<file path="src/rtl/ppwp_ram.sv">
// generic simple dual port ram (one write port, one read port) with registered read
// no dependencies
module ppwp_ram #(
    parameter int Width = 32,
    parameter int Depth = 16
) (
    input  logic                     clk,
    input  logic                     we,
    input  logic [$clog2(Depth)-1:0] waddr,
    input  logic [Width-1:0]         wdata,
    input  logic [$clog2(Depth)-1:0] raddr,
    output logic [Width-1:0]         rdata
);

    logic [Width-1:0] mem [Depth];

    // write and registered read
    always_ff @(posedge clk)
    begin
        if (we)
        begin
            mem[waddr] <= wdata;
        end
        rdata <= mem[raddr];
    end

endmodule

</file>
<file path="config.mk">
export PLATFORM = sky130hd
export DESIGN_NAME = ppwp_ram
export DESIGN_NICKNAME = d
export VERILOG_FILES = /design/src/rtl/ppwp_ram.sv
export SDC_FILE = /design/constraint.sdc
export NUM_CORES = 1
export LEC_CHECK = 0
export BUFFER_PORTS_ARGS = -buffer_cell sky130_fd_sc_hd__buf_2
export CAP_MARGIN = 40
export CORE_ASPECT_RATIO = 0.6
export CORE_MARGIN = 2
export CORE_UTILIZATION = 61
export DETAILED_ROUTE_END_ITERATION = 16
export PLACE_DENSITY_LB_ADDON = 0.1
export SLEW_MARGIN = 30
export SYNTH_ARGS = -nofsm -noshare
export SYNTH_HDL_FRONTEND = slang
export SYNTH_SLANG_ARGS = --single-unit
export TNS_END_PERCENT = 20
</file>
<file path="constraint.sdc">
create_clock -name clk -period 5.5 [get_ports clk]
set_clock_uncertainty 0.05 [all_clocks]
set_input_delay 1.1 -clock clk [delete_from_list [all_inputs] [get_ports clk]]
set_output_delay 1.1 -clock clk [all_outputs]
set_load 0.03 [all_outputs]
</file>
== Word level (Yosys, flattened, before mapping) ==
Memories as Yosys holds them, arrays and structs flattened. A register that Yosys moved wholly into a read port is not among the register bits.
Index checks and enable logic that the tools add are counted.

* Flip-flop bits (word level): 0
* Memory bits (writable): 512
* Input port bits: 42
* Output and inout port bits: 32
* Memories kept: 1

{| class="wikitable"
|+ Memory list
! memory !! depth !! bits a word !! rd ports !! clocked after Yosys merged registers in !! write ports !! line !! text
|-
| mem || 16 || 32 || 1 || 1 || 1 || 15 || <nowiki>logic [Width-1:0] mem [Depth];</nowiki>
|}

* Mux-type cells: 2

{| class="wikitable"
|+ Operators by type and width
! cell !! number
|-
| two-way mux 1 bit || 2
|}

== Logic depth before layout (Yosys ltp) ==
Gate-level depths: netlist of run 1.

* Word-level depth: 2
* Depth in mapped cells: 5

== Worst setup path after synthesis of run 1 ==
No wires, ideal clock.

* Path type: in2reg
* Start point: input waddr[2]
* End point: memory mem[0][0], enable pin
* Arrival: 3.818 ns
* Path slack: 1.170 ns
* Cell stages on the path: 2
* Path buffers: 0
* Cell sequence: or3b_2 -> nor3_1

{| class="wikitable"
|+ RTL lines
! element !! line !! text
|-
| from (decl) || 9 || <nowiki>input logic [$clog2(Depth)-1:0] waddr,</nowiki>
|-
| to (decl) || 15 ||
|}

No word-level cell before the write port.

== Final worst setup path of run 1 ==
* Start point: input waddr[2]
* End point: memory mem[2][5], enable pin

No word-level cell before the write port.

==> impl_metrics.ini, run 1 <==
[die]
die_area_mm2 = 0.0341
die_y_um = 144
fp.dieW_um = 237
core-area_mm2 = 0.0322
rows = 51
start_util = 0.616
io_pins = 74

[drt]
drtPass1Iterations = 5
drt-vias-per-instance = 6.27
wirelength_um = 38900
antenna_left = 0
num_vias = 8836
drtIter0Drc = 682
avgRoutedWirePerCell_um = 27.6
drc = 0

[synthesis]
syn-num-nets = 880
synth_seq_cells = 544
avgSynthCellArea_um2 = 23.7
synth_warnings = 0
synth_seq_area_share = 0.807
yosysTopAreaCell = edfxtp_1
syn_inst = 838
synthesis.area_mm2 = 0.0199
yosys-top-cells-area = edfxtp_1, mux4_2, dfxtp_1, a22oi_1, nand2_1
synth_cell_types = 18
synth_top_area_frac = 0.774

[clock_network]
numCtsBuffers = 48
postCtsHoldBufs = 0
cts_root_buffer = clkbuf_16
clkTransAtPathRegs_ps = 60
cts_tree = done
post_cts_resized = 0
clockBufferDepth = 3
postCtsSetupRepairBufs = 0
htreeDepth = 2
cts_sinks = 544
clk_latency_ps = 550

[placed_design]
dpl_cell_area_mm2 = 0.0209
routabilityCongestion = 0.734
dpl.cell_count = 1319
port_buffers = 73
hpwl_um = 19600
pre_cts_slack_ps = 2190

[critical_path]
crit_required_ps = 5670
cp.arrival_ps = 2810
cp_max_fo = 18
cpMaxStageDelayCell = or3b_2
worstRegToRegCells = 3
endpoint_kind = register
startpoint_type = primary input
criticalPathCategory = primary input to register
rrSetupSlack_ps = 4100
cp_slowest_stage_delay_ps = 590
r2r_end = rdata[6]$_DFF_P_
cp_cell_sequence = buf_2, or3b_2, nor2_4, buf_4
reg2reg_from = mem[3][6]$_DFFE_PP_

[timing]
rsz0062_at_grt = no
finalCritPeriodShare = 0.480
finalCriticalPeriod_ps = 2640
final_max_slew_viol_count = 0
fmax_ghz = 0.378
tightest_slew_ps = 723
finalSetupViolCount = 0
hold_viol_final = 0
totalNegativeSetupSlack_ps = 0
worst_slack_ps = 2860
whs_ps = 618
slew-limit-headroom = 0.517

[outcome]
status = complete, no violations

[grt]
grt_pass1_wl_um = 57100
grt_max_degree = 85
grt-ovfl-total = 0
grt_pass1_vias = 9102
grt_usage = 0.235
antenna_found_initial = 2

[finish]
final_common_cell = edfxtp_1
area_delta_synth_final_pct = 13.4
mostFrequentLayoutCells = edfxtp_1, mux4_2, buf_2
drive_above_1_share = 0.321
fin_nets = 988
finalNonFillerCells = 1410
post-route-cell-area_mm2 = 0.0225

[power]
ir_worst_vdd_v = 0.000327
power_leakage_nw = 7.26
power_density_mw_per_mm2 = 375

[run]
cap_violations = 0

[hold_path]
min_from = mem[6][18]$_DFFE_PP_
hold_class = register to register
min_path_cells = 3
timing.hold.worst_endpoint = rdata[18]$_DFF_P_
-- per-layer routing --
metal | global-route usage | vias up | wire length (um)
li1 | - | 3779 | -
met2 | 0.408 | 315 | 20000
met5 | 0 | - | 0
met1 | 0.316 | 4674 | 15500
met4 | 0.0566 | 0 | 742
met3 | 0.0453 | 68 | 2640
-- area by class of cell --
cell class              count  area (um2)
clock buffers              68        1350
flip-flops and latches    544       16000
clock inverters            20         231
fillers                  1841        9700
diodes                      2        5.00
well taps                 424         531
repair buffers            101         643
multi-input cells         251        3750
-- how the worst max path moves through the flow --
stage | start | endpoint | slack [ps]
6_report | waddr[2] | mem[2][5]$_DFFE_PP_ | 2860
3_5_place_dp | waddr[2] | mem[1][7]$_DFFE_PP_ | 2190
2_1_floorplan | waddr[2] | mem[0][0]$_DFFE_PP_ | 1170
4_1_cts | waddr[2] | mem[1][2]$_DFFE_PP_ | 2790
3_3_place_gp | raddr[0] | rdata[26]$_DFF_P_ | 2100
5_1_grt | waddr[2] | mem[2][9]$_DFFE_PP_ | 2820
-- state kept, by name, indices dropped and copies added (netlist names) --
signal  flops
mem       512
rdata      32
-- worst max-delay path, delay by kind of cell --
kind                   cells  cell delay (ps)
AND/OR/NAND/NOR            2             1150
buffers and inverters      2              550
-- power by group --
part | leakage, nW | total, W | switching (W) | internal [W]
clock network | 0.772 | 0.00335 | 0.00141 | 0.00194
registers | 4.89 | 0.00466 | 0.0000252 | 0.00463
logic | 1.60 | 0.000444 | 0.000277 | 0.000166
-- per-stage QoR --
step,utilization,power [W]
floorplan,-,0.00502
global placement,0.648,0.00518
detailed placement,0.649,0.00520
CTS,0.698,0.00851
global route,0.699,0.00870
finish,0.699,0.00845
-- logic make-up after synthesis --
| family | share of synthesized area |
|---|---|
| AO/OA/AOI/OAI | 0.0242 |
| flip-flops | 0.807 |
| AND/OR/NAND/NOR | 0.0127 |
| buffers and inverters | 0.0112 |
| multiplexers | 0.145 |
-- cells in the mapped netlist --
cell / count
nand3b_1: 2
nor3_1: 4
buf_6: 2
edfxtp_1: 512
or3b_2: 1
clkbuf_1: 17
nand2b_1: 2
nand3_1: 1
and2_1: 1
mux4_2: 128
nor2_1: 13
buf_1: 9
nor2b_1: 2
nand2_1: 33
buf_2: 4
buf_4: 11
dfxtp_1: 32
a22oi_1: 64
Note: power is estimated with default switching activity, not from simulation.
==> run 2, diff against run 1 <==
- clock period: 5.5 -> 2.75 ns (I/O delays scaled with it)
==> run 2 against run 1 <==
Compared with the run above:
- highest routed layer unchanged
- clock power up 88%
- total power up 96%
- hold slack worse by 320 ps
- global-route usage up 1.2 points
- design area up 0.30%
- critical path depth down 3
- sequential power up 100%
- clock-buffer cell count down 1
- core utilization up 0.21 points
- critical endpoint is now rdata[17]
- first-iteration DRC count up 92%
==> impl_metrics.ini, run 2 (synthesis results as in run 1) <==
[clock_network]
postCtsHoldBufs = 0
cts_root_buffer = clkbuf_16
post_cts_resized = 0
clkTransAtPathRegs_ps = 70
cts_tree = done
clockBufferDepth = 3
postCtsSetupRepairBufs = 0
clk_latency_ps = 570
numCtsBuffers = 47
cts_sinks = 544
htreeDepth = 2

[timing]
fmax_ghz = 0.554
finalSetupViolCount = 0
hold_viol_final = 0
whs_ps = 303
worst_slack_ps = 945
slew-limit-headroom = 0.599
final_max_slew_viol_count = 0
rsz0062_at_grt = no
totalNegativeSetupSlack_ps = 0
finalCritPeriodShare = 0.656
tightest_slew_ps = 601
finalCriticalPeriod_ps = 1810

[critical_path]
crit_end = rdata[17]
cp.arrival_ps = 1210
crit_family = flip-flops
startpoint_type = register
reg2reg_from = mem[7][3]$_DFFE_PP_
crit_required_ps = 2150
crit_buf_inv = 1
endpoint_kind = primary output
crit_cells = 1
cpMaxStageDelayCell = dfxtp_1
rrSetupSlack_ps = 1350
worstRegToRegCells = 3
criticalPathCategory = register to primary output
cp_max_fo = 1
cp_slowest_stage_delay_ps = 400
cp_cell_sequence = buf_2
r2r_end = rdata[3]$_DFF_P_
cp-startpoint = rdata[17]$_DFF_P_

[grt]
grt_pass1_wl_um = 60100
grt_pass1_vias = 9372
antenna_found_initial = 0
grt_max_degree = 80
grt-ovfl-total = 0
grt_usage = 0.247

[placed_design]
routabilityCongestion = 0.763
pre_cts_slack_ps = 406
port_buffers = 73
hpwl_um = 23200

[die]
core-area_mm2 = 0.0322
io_pins = 74
die_y_um = 144
rows = 51
die_area_mm2 = 0.0341
start_util = 0.616
fp.dieW_um = 237

[finish]
mostFrequentLayoutCells = edfxtp_1, mux4_2, buf_2
reg_top3 = mem: 512 flops, rdata: 32 flops
n_antenna_cell = 0
drive_above_1_share = 0.334
top_register = mem
largest_reg_flops = 512
fin_nets = 1008
final_common_cell = edfxtp_1
area_delta_synth_final_pct = 13.8

[drt]
drtPass1Iterations = 5
antenna_left = 0
num_vias = 9211
drc = 0
wirelength_um = 40500
avgRoutedWirePerCell_um = 28.3
drt-vias-per-instance = 6.45
drtIter0Drc = 1308

[hold_path]
hold_class = primary input to register

[outcome]
status = complete, no violations

[power]
power_leakage_nw = 7.33
ir_worst_vdd_v = 0.000592
power_density_mw_per_mm2 = 733

[run]
cap_violations = 0
-- run 2: changes by cell type in the layout (fill, tap and decap cells not counted), sizes merged --
cell and change:
diode -2, bufinv -3, inv +3, buf +21, clkbuf -1, clkinv +1
-- run 2: worst register-to-register path: cells and delay by family (launching register included) --
family / cells / cell delay (ps)
AOI/OAI and AO/OA: 1 / 270
DFF: 1 / 380
muxes: 1 / 480
and+or+nand+nor: 1 / 90
-- run 2: metrics by stage --
step	instance area (um2)	total power, W	std cells	util
final	22600	0.0166	1429	0.701
after CTS	22600	0.0167	1429	0.701
after floorplan	19900	0.0100	838	-
after detailed placement	21100	0.0104	1341	0.656
after global routing	22600	0.0171	1429	0.701
after global placement	21100	0.0104	1341	0.656
-- run 2: power breakdown --
part           leakage (nW)  switching, W  internal (W)
clock                 0.721       0.00282       0.00350
sequential             4.89     0.0000614       0.00926
combinational          1.72      0.000574      0.000350
-- run 2: worst min path at each step --
stage / start / endpoint / slack, ps / cells past startpoint
floorplan: mem[14][0]$_DFFE_PP_ / rdata[0]$_DFF_P_ / 580 / 3
global placement: mem[15][0]$_DFFE_PP_ / rdata[0]$_DFF_P_ / 600 / 3
detailed placement: mem[15][12]$_DFFE_PP_ / rdata[12]$_DFF_P_ / 610 / 3
CTS: wdata[26] / mem[0][26]$_DFFE_PP_ / 280 / 1
global route: wdata[11] / mem[6][11]$_DFFE_PP_ / 300 / 1
finish: wdata[26] / mem[0][26]$_DFFE_PP_ / 300 / 1
-- run 2: per-layer routing --
layer	track usage	up-vias	wire (um)
met4	0.0720	0	1060
met2	0.384	400	19200
li1	-	3836	-
met1	0.370	4893	17000
met3	0.0457	82	3250
met5	0	-	0
-- run 2: layout make-up --
class                      count  area [um2]
sequential                   544       16000
tap                          424         531
clock buffer                  67        1300
fill                        1897        9640
clock inverter                21         161
timing repair buffer         122         820
multi-input combinational    251        3760
==> run 3, diff against run 2 <==
- CORE_UTILIZATION: 61 -> 55
- clock period: 2.75 -> 1.45 ns (I/O delays scaled with it)
==> run 3 against run 2 <==
Compared with the run above:
- total power is 96% higher
- combinational power grew 120%
- sequential share of layout area down 3.8 points
- sequential cell count did not move
- routed wire length increased by 9.2%
- final cell count up 8.0%
- clock power increased by 100%
- largest power group unchanged
- highest routed layer is now met5
==> impl_metrics.ini, run 3 (synthesis results as in run 1) <==
[timing]
finalCritPeriodShare = 0.979
finalSetupViolCount = 0
hold_viol_final = 0
slew-limit-headroom = 0.628
tightest_slew_ps = 556
fmax_ghz = 0.705
rsz0062_at_grt = yes
final_max_slew_viol_count = 0
finalCriticalPeriod_ps = 1420
totalNegativeSetupSlack_ps = 0
worst_slack_ps = 31.2

[critical_path]
startpoint_type = register
worstRegToRegCells = 3
crit_required_ps = 1110
cpMaxStageDelayCell = dfxtp_1
r2r_end = rdata[12]$_DFF_P_
crit_family = flip-flops
criticalPathCategory = register to primary output
cp_cell_sequence = clkbuf_4
endpoint_kind = primary output
crit_buf_inv = 1
cp_slowest_stage_delay_ps = 330
reg2reg_from = mem[11][12]$_DFFE_PP_
cp_max_fo = 1
cp.arrival_ps = 1080
rrSetupSlack_ps = 80

[grt]
grt-ovfl-total = 0
grt_usage = 0.244
antenna_found_initial = 2
grt_pass1_vias = 9878
grt_pass1_wl_um = 65200
grt_max_degree = 33

[hold_path]
min_path_cells = 1
min_from = wdata[10]
hold_class = primary input to register
timing.hold.worst_endpoint = mem[10][10]$_DFFE_PP_

[placed_design]
hpwl_um = 25800
port_buffers = 73
dpl_cell_area_mm2 = 0.0222
pre_cts_slack_ps = -374
routabilityCongestion = 0.752

[finish]
area_delta_synth_final_pct = 20.4
fillers = 2205
top_register = mem
mostFrequentLayoutCells = edfxtp_1, mux4_2, buf_4
largest_reg_flops = 512
final_common_cell = edfxtp_1
finish.utilization = 0.678
drive_above_1_share = 0.393
post-route-cell-area_mm2 = 0.0239
n_antenna_cell = 0
reg_top3 = mem: 512 flops, rdata: 32 flops
fin_nets = 1079

[clock_network]
numCtsBuffers = 48
clkTransAtPathRegs_ps = 70
postCtsHoldBufs = 0
cts_tree = done
clockBufferDepth = 3
htreeDepth = 2
cts_root_buffer = clkbuf_16
cts_sinks = 544
clk_latency_ps = 560

[drt]
drtIter0Drc = 912
drc = 0
drt-vias-per-instance = 6.12
avgRoutedWirePerCell_um = 28.7
wirelength_um = 44200
num_vias = 9441
drtPass1Iterations = 7
antenna_left = 0

[power]
power_density_mw_per_mm2 = 1360
finalPower_w = 0.0324
ir_worst_vdd_v = 0.00108
power_leakage_nw = 7.89

[outcome]
status = complete, no violations

[die]
die_y_um = 151
core-area_mm2 = 0.0353
io_pins = 74
fp.dieW_um = 249
start_util = 0.563
rows = 53
die_area_mm2 = 0.0377

[run]
cap_violations = 0
## run 3: changes by cell type in the layout (fill, tap and decap cells not counted), moves of 2 or more
cell	change
clkbuf_1	-2
dfxtp_2	+7
clkbuf_8	+7
nor3_4	+2
nor3_2	-2
buf_12	+40
clkinv_1	-4
buf_4	+36
clkbuf_16	+2
clkbuf_4	+3
dfxtp_1	-8
buf_6	+9
buf_2	-18
## run 3: worst max-delay path by stage
stage / from / cells after the start / slack, ps / end
2_1_floorplan: waddr[2] / 2 / -600 / mem[0][0]$_DFFE_PP_
3_3_place_gp: raddr[0] / 6 / -380 / rdata[24]$_DFF_P_
3_5_place_dp: raddr[0] / 6 / -370 / rdata[30]$_DFF_P_
4_1_cts: rdata[26]$_DFF_P_ / 1 / -10 / rdata[26]
5_1_grt: rdata[9]$_DFF_P_ / 1 / -10 / rdata[9]
6_report: rdata[19]$_DFF_P_ / 1 / 30 / rdata[19]
## run 3: area by class of cell
class                           instances  area (um2)  share of cell area
Sequential cell                       544       16000               0.671
Clock buffer                           74        1440              0.0603
Clock inverter                         15         131             0.00550
Tap cell                              467         584              0.0244
Multi-Input combinational cell        251        3790               0.159
Timing Repair Buffer                  192        1920              0.0805
## run 3: per-layer routing
layer | global-route usage | wire length [um] | part of all wire | vias to the layer above
met3 | 0.0442 | 2990 | 0.068 | 64
li1 | - | - | - | 3974
met5 | 0 | 29 | 0.00066 | -
met4 | 0.0657 | 881 | 0.020 | 4
met1 | 0.358 | 18900 | 0.43 | 5015
met2 | 0.387 | 21400 | 0.48 | 384
## run 3: what timing repair did
| item | 4_1_cts | 5_1_grt |
|---|---|---|
| buffers inserted | 0 | 0 |
| resized for setup | 26 | 13 |
| endpoints found under the setup margin | 13 | 10 |
## run 3: stage by stage
step	hold WS, ps	std cells
2_1_floorplan	339	838
3_3_place_gp	591	1454
3_5_place_dp	606	1454
4_1_cts	24.8	1543
5_1_grt	32.5	1543
6_report	47.2	1543
## run 3: where the power goes
group / leakage, nW / switching [W] / internal (W)
Clock: 0.775 / 0.00543 / 0.00720
Sequential: 4.90 / 0.000122 / 0.0176
Combinational: 2.22 / 0.00116 / 0.000916
Total: 7.89 / 0.00671 / 0.0257
