### src/rtl/ppwp_pkg.sv
// package for the piecewise polynomial wheel profile unit
// shared constants, types and status codes; no dependencies
package ppwp_pkg;

    localparam int MaxEntriesDefault = 16;
    localparam int SlotWidth = 4;

    typedef enum logic [1:0] {
        STATUS_TICK    = 2'd0,
        STATUS_STORED  = 2'd1,
        STATUS_BAD_END = 2'd2,
        STATUS_BAD_MID = 2'd3
    } status_t;

    typedef enum logic [1:0] {
        KIND_CONST = 2'd0,
        KIND_LINEAR = 2'd1,
        KIND_QUAD  = 2'd2,
        KIND_SPARE = 2'd3
    } kind_t;

    // request and reply between sequencer and ratio unit
    typedef struct packed {
        logic        go;
        logic        neg;
        logic [63:0] num;
        logic [63:0] den;
        logic [31:0] mag_y;
    } ratio_req_t;

    typedef struct packed {
        logic        done;
        logic [41:0] value;
    } ratio_rsp_t;

    // entry record width: start, end, first, last, mid_t, mid_v
    localparam int EntryWidth = 6 * 32;

endpackage

### src/rtl/ppwp_ratio.sv
// ratio unit: y*num/den truncated, magnitude capped at 2^40, signed result
// shift-add multiply of num by |y| then restoring divide, one bit a cycle
// depends on ppwp_pkg
module ppwp_ratio (
    input  logic                 clk,
    input  logic                 rst_n,
    input  ppwp_pkg::ratio_req_t req,
    output ppwp_pkg::ratio_rsp_t rsp
);
    import ppwp_pkg::*;

    typedef enum logic [1:0] {
        R_IDLE,
        R_MUL,
        R_DIV
    } rstate_t;

    localparam logic [63:0] Limit = 64'd1 << 40;

    rstate_t      state_reg;
    logic [6:0]   cnt_reg;
    logic [95:0]  prod_reg;
    logic [63:0]  num_reg;
    logic [31:0]  y_reg;
    logic [63:0]  den_reg;
    logic [63:0]  rem_reg;
    logic [95:0]  quo_reg;
    logic         neg_reg;
    logic         done_reg;
    logic [41:0]  value_reg;

    logic [64:0]  rem_sh;
    logic         take;
    logic [95:0]  quo_sh;
    logic [63:0]  mag;

    // one restoring divide step
    always_comb
    begin
        rem_sh = {rem_reg, prod_reg[95]};
        take   = (rem_sh >= {1'b0, den_reg});
        quo_sh = {quo_reg[94:0], take};
        if (quo_sh[95:64] != 32'd0 || quo_sh[63:0] > Limit)
        begin
            mag = Limit;
        end
        else
        begin
            mag = quo_sh[63:0];
        end
    end

    // sequencer for multiply then divide
    always_ff @(posedge clk or negedge rst_n)
    begin
        if (!rst_n)
        begin
            state_reg <= R_IDLE;
            done_reg  <= 1'b0;
            cnt_reg   <= '0;
        end
        else
        begin
            done_reg <= 1'b0;
            case (state_reg)
                R_IDLE:
                begin
                    if (req.go)
                    begin
                        num_reg  <= req.num;
                        y_reg    <= req.mag_y;
                        den_reg  <= req.den;
                        neg_reg  <= req.neg;
                        prod_reg <= '0;
                        cnt_reg  <= 7'd31;
                        if (req.den == 64'd0)
                        begin
                            value_reg <= '0;
                            done_reg  <= 1'b1;
                        end
                        else
                        begin
                            state_reg <= R_MUL;
                        end
                    end
                end
                R_MUL:
                begin
                    prod_reg <= {prod_reg[94:0], 1'b0}
                        + (y_reg[cnt_reg[4:0]] ? {32'd0, num_reg} : 96'd0);
                    if (cnt_reg == 7'd0)
                    begin
                        cnt_reg   <= 7'd95;
                        rem_reg   <= '0;
                        quo_reg   <= '0;
                        state_reg <= R_DIV;
                    end
                    else
                    begin
                        cnt_reg <= cnt_reg - 7'd1;
                    end
                end
                R_DIV:
                begin
                    rem_reg  <= take ? rem_sh[63:0] - den_reg : rem_sh[63:0];
                    quo_reg  <= quo_sh;
                    prod_reg <= {prod_reg[94:0], 1'b0};
                    if (cnt_reg == 7'd0)
                    begin
                        value_reg <= neg_reg ? 42'(-{1'b0, mag[40:0]}) : {1'b0, mag[40:0]};
                        done_reg  <= 1'b1;
                        state_reg <= R_IDLE;
                    end
                    else
                    begin
                        cnt_reg <= cnt_reg - 7'd1;
                    end
                end
                default:
                begin
                    state_reg <= R_IDLE;
                end
            endcase
        end
    end

    assign rsp.done  = done_reg;
    assign rsp.value = value_reg;

`ifndef SYNTHESIS
    a_done_from_idle_or_div: assert property (@(posedge clk) disable iff (!rst_n)
        done_reg |-> $past(state_reg) == R_IDLE || $past(state_reg) == R_DIV)
        else $error("ratio done outside final step");
    a_cap: assert property (@(posedge clk) disable iff (!rst_n)
        done_reg && !neg_reg |-> value_reg <= 42'(Limit))
        else $error("ratio magnitude above cap");
    a_busy_no_go: assert property (@(posedge clk) disable iff (!rst_n)
        state_reg == R_MUL |=> state_reg != R_IDLE)
        else $error("multiply phase left early");
`endif

endmodule

### config.mk
export PLATFORM = sky130hd
export DESIGN_NAME = ppwp_ratio
export DESIGN_NICKNAME = d
export VERILOG_FILES = /design/src/rtl/ppwp_pkg.sv /design/src/rtl/ppwp_ratio.sv
export SDC_FILE = /design/constraint.sdc
export NUM_CORES = 1
export LEC_CHECK = 0
export BUFFER_PORTS_ARGS = -buffer_cell sky130_fd_sc_hd__clkbuf_2
export CAP_MARGIN = 10
export CELL_PAD_IN_SITES_DETAIL_PLACEMENT = 1
export CELL_PAD_IN_SITES_GLOBAL_PLACEMENT = 1
export CORE_MARGIN = 3
export CORE_UTILIZATION = 49
export DETAILED_ROUTE_END_ITERATION = 10
export MAX_ROUTING_LAYER = met4
export PLACE_DENSITY = 0.81
export SYNTH_ARGS = -nofsm -noshare
export SYNTH_HDL_FRONTEND = slang
export SYNTH_SLANG_ARGS = --single-unit
### constraint.sdc
create_clock -name clk -period 7.56 [get_ports clk]
set_input_delay 0.756 -clock clk [delete_from_list [all_inputs] [get_ports clk]]
set_output_delay 0.756 -clock clk [all_outputs]
set_load 0.1 [all_outputs]
-- After elaboration in Yosys (flattened, before gate mapping)
Index checks and enable logic that the tools add are counted.
- add/sub/neg operators: 4
- magnitude comparators: 3
- eq/ne operators: 8
- multiplexer cells: 29
- reduce and logical (&&, ||, !) cells: 14
- operators with widths (operator ; number):
    $pmux W96 S3 ; 1
    $mux W64 ; 3
    $pmux W95 S2 ; 1
    $mux W42 ; 4
    $pmux W64 S2 ; 1
    $add A96 B64 Y96 ; 1
    $mux W96 ; 1
    $mux W95 ; 1
    $pmux W42 S2 ; 1
    $ge A65 B64 Y1 ; 1
    $gt A64 B41 Y1 const B ; 1
    $logic_not A64 Y1 ; 1
    $sub A64 B64 Y64 ; 1
    $neg A41 Y42 ; 1
    $mux W41 ; 1
    $reduce_bool A32 Y1 ; 1
    $mux W7 ; 3
    $pmux W7 S3 ; 1
    $ne A2 B2 Y1 const B ; 6
    $reduce_and A3 Y1 ; 4
    $mux W2 ; 4
    $logic_not A7 Y1 ; 1
    $sub A7 B1 Y7 const B ; 1
    $lt A5 B6 Y1 const B ; 1
    other kinds (12) ; 16
- register bits after elaboration: 468
- logic and storage cells: 69

-- Depth between registers and ports, before layout
Gate-level depths: netlist of the first run.
- depth in word-level cells: 8
- depth in mapped cells: 19
- gate-level depth less buffers: 16

-- Least setup slack after synthesis of the first run
No wires, ideal clock.
- path type: flip-flop to flip-flop
- from: register cnt_reg[0]
- to: register quo_reg[0], enable pin
- setup time: 0.538 ns
- arrival time: 5.419 ns
- data required time: 7.022 ns
- slack: 1.603 ns
- stages on the path, launching flop included: 10
- clock period less this slack: 5.957 ns
- cells stage by stage: dfrtp_1 buf_1 inv_1 ha_1 nand2b_1 nor4_1 nor2b_1 nand2_1 o21ai_0 and2_1
- longest elaborated chain between the ends: 3
- ends and longest elaborated chain (what ; line ; RTL):
    start: declaration ; ppwp_ratio.sv:21 ; logic [6:0] cnt_reg;
    start signal: assignment ; ppwp_ratio.sv:100 ; cnt_reg <= cnt_reg - 7'd1;
    start signal: assignment ; ppwp_ratio.sv:116 ; cnt_reg <= cnt_reg - 7'd1;
    $logic_not A7 Y1 ; ppwp_ratio.sv:91 ; if (cnt_reg == 7'd0)
    $ne A2 B2 Y1 (no line) ; n/a ;
    $reduce_and A3 Y1 (no line) ; n/a ;
    end signal: assignment ; ppwp_ratio.sv:106 ; quo_reg <= quo_sh;
    end: declaration ; ppwp_ratio.sv:27 ; logic [95:0] quo_reg;
Every way passes these cells.
A chain may end at the register's enable or synchronous reset.

-- Final worst setup path of the first run
- from: register cnt_reg[0]
- to: register prod_reg[78] (data pin)
- longest elaborated chain between the ends: 5
- ends and longest elaborated chain (what ; line ; RTL):
    $bmux W1 S5 ; ppwp_ratio.sv:90 ; + (y_reg[cnt_reg[4:0]] ? {32'd0, num_reg} : 96'd0);
    $mux W1 (not written as such) ; ppwp_ratio.sv:90 ;
    $mux W64 ; ppwp_ratio.sv:90 ;
    $add A96 B64 Y96 ; ppwp_ratio.sv:90 ;
    $pmux W96 S3 ; ppwp_ratio.sv:65 ; case (state_reg)
    end signal: assignment ; ppwp_ratio.sv:89 ; prod_reg <= {prod_reg[94:0], 1'b0}
    end signal: assignment ; ppwp_ratio.sv:107 ; prod_reg <= {prod_reg[94:0], 1'b0};
    end: declaration ; ppwp_ratio.sv:22 ; logic [95:0] prod_reg;
Every way passes these cells. The select of a mux whose other input is x is not followed.

==> flow_summary.toml, run 1 <==
[global_routing]
first_pass_grt_wire_length_um = 131400
grt_pass1_vias = 23520
grt_max_degree = 108
grtUsageTotal_pct = 28.28
grt-ovfl-total = 0
initial_antenna_violation_count = 6

[cells_and_area]
nFillCells = 6150
largest_reg_flops = 96
final-seq-area_um2 = 14000
multiInputGateArea_um2 = 13000
final_layout_size_suffix_gt1_share_pct = 12.32
mostFrequentLayoutCells = "458 x edfxtp_1, 252 x nand2_1, 206 x a21oi_1, 206 x clkbuf_2, 182 x o21ai_0"
fin_nets = 3155
area_growth_syn_to_layout_pct = 12.26
final_common_cell = "edfxtp_1"

[floorplan]
placement_rows = 86
die-area_um2 = 59880
design.portCount = 207
floorplan.core_area_um2 = 55740
die_h_um = 244.7
dieWidth_um = 244.7
initial_core_util_pct = 50.09

[sta]
slew-limit-headroom_pct = 21.14
final_hold_viol_count = 0
final.setup_skew_ns = 0.01829
period_minus_slack_ns = 6.805
setup_total_negative_slack_ns = 0
final_number_of_max_transition_violations = 0
maxClockFrequency_mhz = 147.0
setup_violations = 0
final_min_period_over_clock_period_pct = 90.01
rsz0062_at_grt = "no"
worst-slew-pin-transition_ns = 1.183

[run]
maxCapViolations = 0

[route]
dr.first_iter.drc_count = 1496
routed-via-count = 22380
drt_pre_antenna_iters = 5
postRouteWirelength_um = 83250
drt-vias-per-instance = 6.132
route.antenna.remaining_nets = 0
remaining_drc_errors = 0
avgRoutedWirePerCell_um = 22.81

[cts]
cts-resized-gates = 0
cts-root-buf = "clkbuf_16"
cts.sink_count = 468
path_clk_slew_ns = 0.06
cts_stage_hold_buffer_count = 0
htree_num_levels = 2
cts_made_buffers = 51
ctsLongestPathBuffers = 3
worst_skew_pair.late_latency_ns = 0.60
cts_tree = "yes"
post_cts.repair.setup_buffers = 0

[worst_setup_path]
cp.required_ns = 7.89
critical_path_peak_fanout = 29
crit_path_start_kind = "flip-flop"
setup.worst_path.class = "reg2reg"
worst-endpoint-arrival_ns = 7.14
timing.critical_path.to_type = "flip-flop"

[placement]
placement.io_buffers = 206
globalplace.congestion = 0.9599
dp.final_hpwl_um = 57950

[power_and_ir_drop]
cellPowerDensity_nw_per_um2 = 285.8
total_power_mw = 8.957
power.ir.vdd_worst_uv = 222.8
p_leak_nw = 12.10

[yosys]
ys_types = 90
count_of_flip_flops_with_a_built_in_enable_after_synthesis = 458
dominantRegCellSynth = "edfxtp_1"
post_synthesis_instance_area_um2 = 27920
synth.yosys.warnings = 0
average_footprint_of_a_synthesized_cell_um2 = 10.30
synth-seq-cells = 468
synth-seq-area-share_pct = 50.16
postSynth.asyncResetShare_pct = 2.137
synth_fp_nets = 3009
netlist_instances = 2710

[run_status]
outcome = "finished, final reports clean"

[hold_path]
min_path_type = "in2async"
-- critical path: stages, from the launching register on --
cell	delay, ns
dfrtp_1	0.76
mux4_2	0.60
mux4_2	0.51
mux2i_4	0.76
buf_4	0.45
nor2b_1	0.11
ha_1	0.46
nand4_1	0.31
nor2_1	0.25
nand4_1	0.21
nor3_1	0.40
o21ai_0	0.46
a21o_1	0.35
nor3_2	0.46
a31oi_1	0.17
o21ai_0	0.17
o21ai_0	0.11
-- layer usage --
metal,wire [um],global-route usage [%]
met5,0,-
met4,2776,9.951
met3,3400,3.081
met2,41410,48.17
met1,35660,35.22
-- cell usage after synthesis, types with 21 or more instances --
| cell | n | area share (%) |
|---|---|---|
| edfxtp_1 | 458 | 49 |
| nand2_1 | 252 | 3.4 |
| a21oi_1 | 206 | 3.7 |
| o21ai_0 | 182 | 3.3 |
| nor2_1 | 144 | 1.9 |
| ha_1 | 133 | 6.0 |
| and2_1 | 115 | 2.6 |
| inv_1 | 114 | 1.5 |
| nor2b_1 | 112 | 2.5 |
| clkbuf_1 | 109 | 1.5 |
| nand3_1 | 74 | 1.3 |
| xnor2_1 | 72 | 2.3 |
| a21o_1 | 56 | 1.5 |
| nand4_1 | 55 | 1.2 |
| nor4_1 | 49 | 1.1 |
| xor2_1 | 49 | 1.5 |
| nor3_1 | 47 | 0.84 |
| a211oi_1 | 42 | 1.1 |
| o21bai_1 | 34 | 0.91 |
| and3_1 | 33 | 0.74 |
| a22oi_1 | 29 | 0.78 |
| o21a_1 | 29 | 0.78 |
| a31oi_1 | 26 | 0.58 |
| o31ai_1 | 21 | 0.56 |
-- logic make-up after synthesis --
group	share of synthesized area [%]
compound gates	17.50
mux	1.058
fa+ha+maj	6.104
xor+xnor	3.796
buf+inv	3.442
flops	50.16
simple gates	17.94
-- power breakdown --
| group | total [mW] | leakage (nW) | internal, mW | switching (mW) |
|---|---|---|---|---|
| Combinational | 2.83 | 6.68 | 1.09 | 1.74 |
| Clock | 2.70 | 0.882 | 1.60 | 1.10 |
| Sequential | 3.42 | 4.54 | 3.24 | 0.185 |
| Total | 8.96 | 12.1 | 5.93 | 3.03 |
-- stage by stage --
step | util, % | cells | setup WS (ns) | hold slack [ns] | cell area (um2)
final | 56.23 | 3650 | 0.7554 | 0.05319 | 31340
after global routing | 56.23 | 3650 | 0.3457 | 0.04157 | 31340
after CTS | 56.20 | 3645 | 0.7864 | 0.01805 | 31330
after detailed placement | 53.01 | 3551 | 0.8201 | 0.5316 | 29550
after global placement | 53.01 | 3551 | 1.140 | 0.5063 | 29550
after floorplan | - | 2710 | 1.603 | 0.4604 | 27920
-- area by class of cell --
cell class	count	area share, %
timing repair buffer	226	3.769
inverter	114	1.365
antenna	5	0.03992
sequential	468	44.68
tap	748	2.986
clock inverter	38	1.481
multi-input combinational	1995	41.48
clock buffer	56	4.200
-- final timing paths --
check	startpoint	endpoint	slack, ns	cells after the start
worst min-delay path	rst_n	cnt_reg[3]	0.05	1
max in group asynchronous	rst_n	state_reg[0]	7.25	1
worst min register to register	quo_reg[83]	quo_reg[84]	0.56	1
worst max register to register	cnt_reg[0]	prod_reg[78]	0.76	16
worst max-delay path	cnt_reg[0]	prod_reg[78]	0.76	16
min in group clk	req[159]	num_reg[63]	0.33	1
Power figures use the tool's default switching activity.
==> run 2: changes to the inputs <==
--- a/config.mk
+++ b/config.mk
@@ -7,13 +7,11 @@
 export LEC_CHECK = 0
 export BUFFER_PORTS_ARGS = -buffer_cell sky130_fd_sc_hd__clkbuf_2
 export CAP_MARGIN = 10
-export CELL_PAD_IN_SITES_DETAIL_PLACEMENT = 1
-export CELL_PAD_IN_SITES_GLOBAL_PLACEMENT = 1
 export CORE_MARGIN = 3
-export CORE_UTILIZATION = 49
+export CORE_UTILIZATION = 55
 export DETAILED_ROUTE_END_ITERATION = 10
 export MAX_ROUTING_LAYER = met4
-export PLACE_DENSITY = 0.81
+export PLACE_DENSITY = 0.73
 export SYNTH_ARGS = -nofsm -noshare
 export SYNTH_HDL_FRONTEND = slang
 export SYNTH_SLANG_ARGS = --single-unit
==> flow_summary.toml, run 2 (synthesis gave the netlist of run 1 again) <==
[floorplan]
die_h_um = 231.3
floorplan.core_area_um2 = 49560
placement_rows = 81
design.portCount = 207
initial_core_util_pct = 56.33
dieWidth_um = 231.3
die-area_um2 = 53500

[placement]
placement.io_buffers = 206
globalplace.congestion = 0.9323
post-place-cells = 3462
dp.final_hpwl_um = 48380
postPlaceCellArea_um2 = 29420

[cts]
cts_tree = "yes"
cts-root-buf = "clkbuf_16"
ctsLongestPathBuffers = 3
htree_num_levels = 2
path_clk_slew_ns = 0.06
cts_stage_hold_buffer_count = 0
cts.sink_count = 468
post_cts.repair.setup_buffers = 0
cts_made_buffers = 51
cts-resized-gates = 0
worst_skew_pair.late_latency_ns = 0.61

[worst_setup_path]
worst-endpoint-arrival_ns = 6.65
crit_start = "cnt_reg[0]"
setup.worst_path.class = "reg2reg"
crit_path_start_kind = "flip-flop"
reg2reg_setup_slack_ns = 1.23
cp.required_ns = 7.88
reg2regPathDepth = 16
source_of_the_worst_register_to_register_timing_path = "cnt_reg[0]"
critical_path_peak_fanout = 36
timing.critical_path.to_type = "flip-flop"

[sta]
final_number_of_max_transition_violations = 0
final_min_period_over_clock_period_pct = 83.71
rsz0062_at_grt = "no"
final.setup_skew_ns = 0.02103
slew-limit-headroom_pct = 23.16
final_hold_viol_count = 0
setup_violations = 0
maxClockFrequency_mhz = 158.0
period_minus_slack_ns = 6.328
setup_total_negative_slack_ns = 0
worst-slew-pin-transition_ns = 1.153

[cells_and_area]
largest_reg_flops = 96
final_layout_size_suffix_gt1_share_pct = 11.94
fin_nets = 3150
post_route_non_filler_standard_cell_count = 3554
final_common_cell = "edfxtp_1"
area_growth_syn_to_layout_pct = 11.32
mostFrequentLayoutCells = "458 x edfxtp_1, 252 x nand2_1, 206 x a21oi_1, 206 x clkbuf_2, 182 x o21ai_0"
final_cell_area_um2 = 31080

[route]
avgRoutedWirePerCell_um = 19.64
postRouteWirelength_um = 69800
dr.first_iter.drc_count = 2013
route.antenna.remaining_nets = 0
drt_pre_antenna_iters = 5
routed-via-count = 21870
drt-vias-per-instance = 6.153
remaining_drc_errors = 0

[run_status]
outcome = "finished, final reports clean"

[global_routing]
grtUsageTotal_pct = 26.65
initial_antenna_violation_count = 0
grt-ovfl-total = 0
grt_pass1_vias = 21510
grt_max_degree = 160
first_pass_grt_wire_length_um = 112700

[hold_path]
min_path_type = "in2async"

[power_and_ir_drop]
internal_power_mw = 5.785
total_power_mw = 8.628
p_leak_nw = 12.01
comb_power_share_pct = 31.5
switching_share_pct = 32.95
p_clk_share_pct = 29.0
p_seq_share_pct = 39.5
power.ir.vdd_worst_uv = 216.7
cellPowerDensity_nw_per_um2 = 277.6
switching_power_mw = 2.843

[run]
maxCapViolations = 0
-- run 2: changes by cell type in the layout (fill, tap and decap cells not counted) --
cell,previous run,this run
clkinv_2,14,11
bufinv_16,10,6
diode_2,5,1
buf_12,0,1
clkinvlp_4,1,2
clkinv_4,1,2
inv_6,4,2
buf_4,20,14
clkbuf_1,4,8
-- run 2: final timing paths --
check                               end
max                        prod_reg[83]
min                          cnt_reg[3]
max reg2reg                prod_reg[83]
min reg2reg                  cnt_reg[5]
max in group asynchronous    cnt_reg[4]
min in group clk            num_reg[20]
-- run 2: layer usage --
layer  share of wire (%)  global-route usage [%]  vias to the layer above
li1                    -                       -                    10470
met1                  44                   35.77                    10530
met2                  47                   42.80                      725
met3                 5.5                   3.183                      143
met4                 2.8                   8.270                        0
met5                   0                       -                        -
-- run 2: worst max-delay path: stages (launching register included) --
cell and delay (ns):
dfrtp_1 0.72, mux4_2 0.57, mux4_2 0.51, mux2i_4 0.74, buf_4 0.50, nor2b_1 0.10
ha_1 0.57, nand2_1 0.09, nor2_1 0.20, nand3_1 0.16, nor2_1 0.13, a2bb2oi_1 0.15
o41a_1 0.50, o21ai_4 0.33, and2_1 0.45, a31o_2 0.23, a31oi_1 0.08
-- run 2: final cells by class --
cell class / instances / area (um2)
antenna: 1 / 2.502
fill: 4002 / 18480
clock inverter: 31 / 327.8
tap: 664 / 830.8
multi-input combinational: 1995 / 13000
sequential: 468 / 14000
inverter: 114 / 427.9
clock buffer: 60 / 1331
timing repair buffer: 221 / 1156
-- run 2: metrics by stage --
stage | worst slack, ns | hold WS [ns] | utilization (%)
finish | 1.232 | 0.04499 | 62.71
global route | 0.6125 | 0.03217 | 62.71
CTS | 1.253 | 0.01975 | 62.71
detailed placement | 1.279 | 0.5101 | 59.36
global placement | 1.401 | 0.5066 | 59.36
floorplan | 1.603 | 0.4604 | -
-- run 2: power groups by stage --
| stage | clock [mW] | sequential, mW | combinational (mW) |
|---|---|---|---|
| after floorplan | 0 | 3.39 | 2.09 |
| after global placement | 0 | 3.44 | 2.62 |
| after detailed placement | 0 | 3.45 | 2.67 |
| after CTS | 2.55 | 3.40 | 2.69 |
| after global routing | 2.66 | 3.44 | 3.02 |
| final | 2.50 | 3.41 | 2.72 |
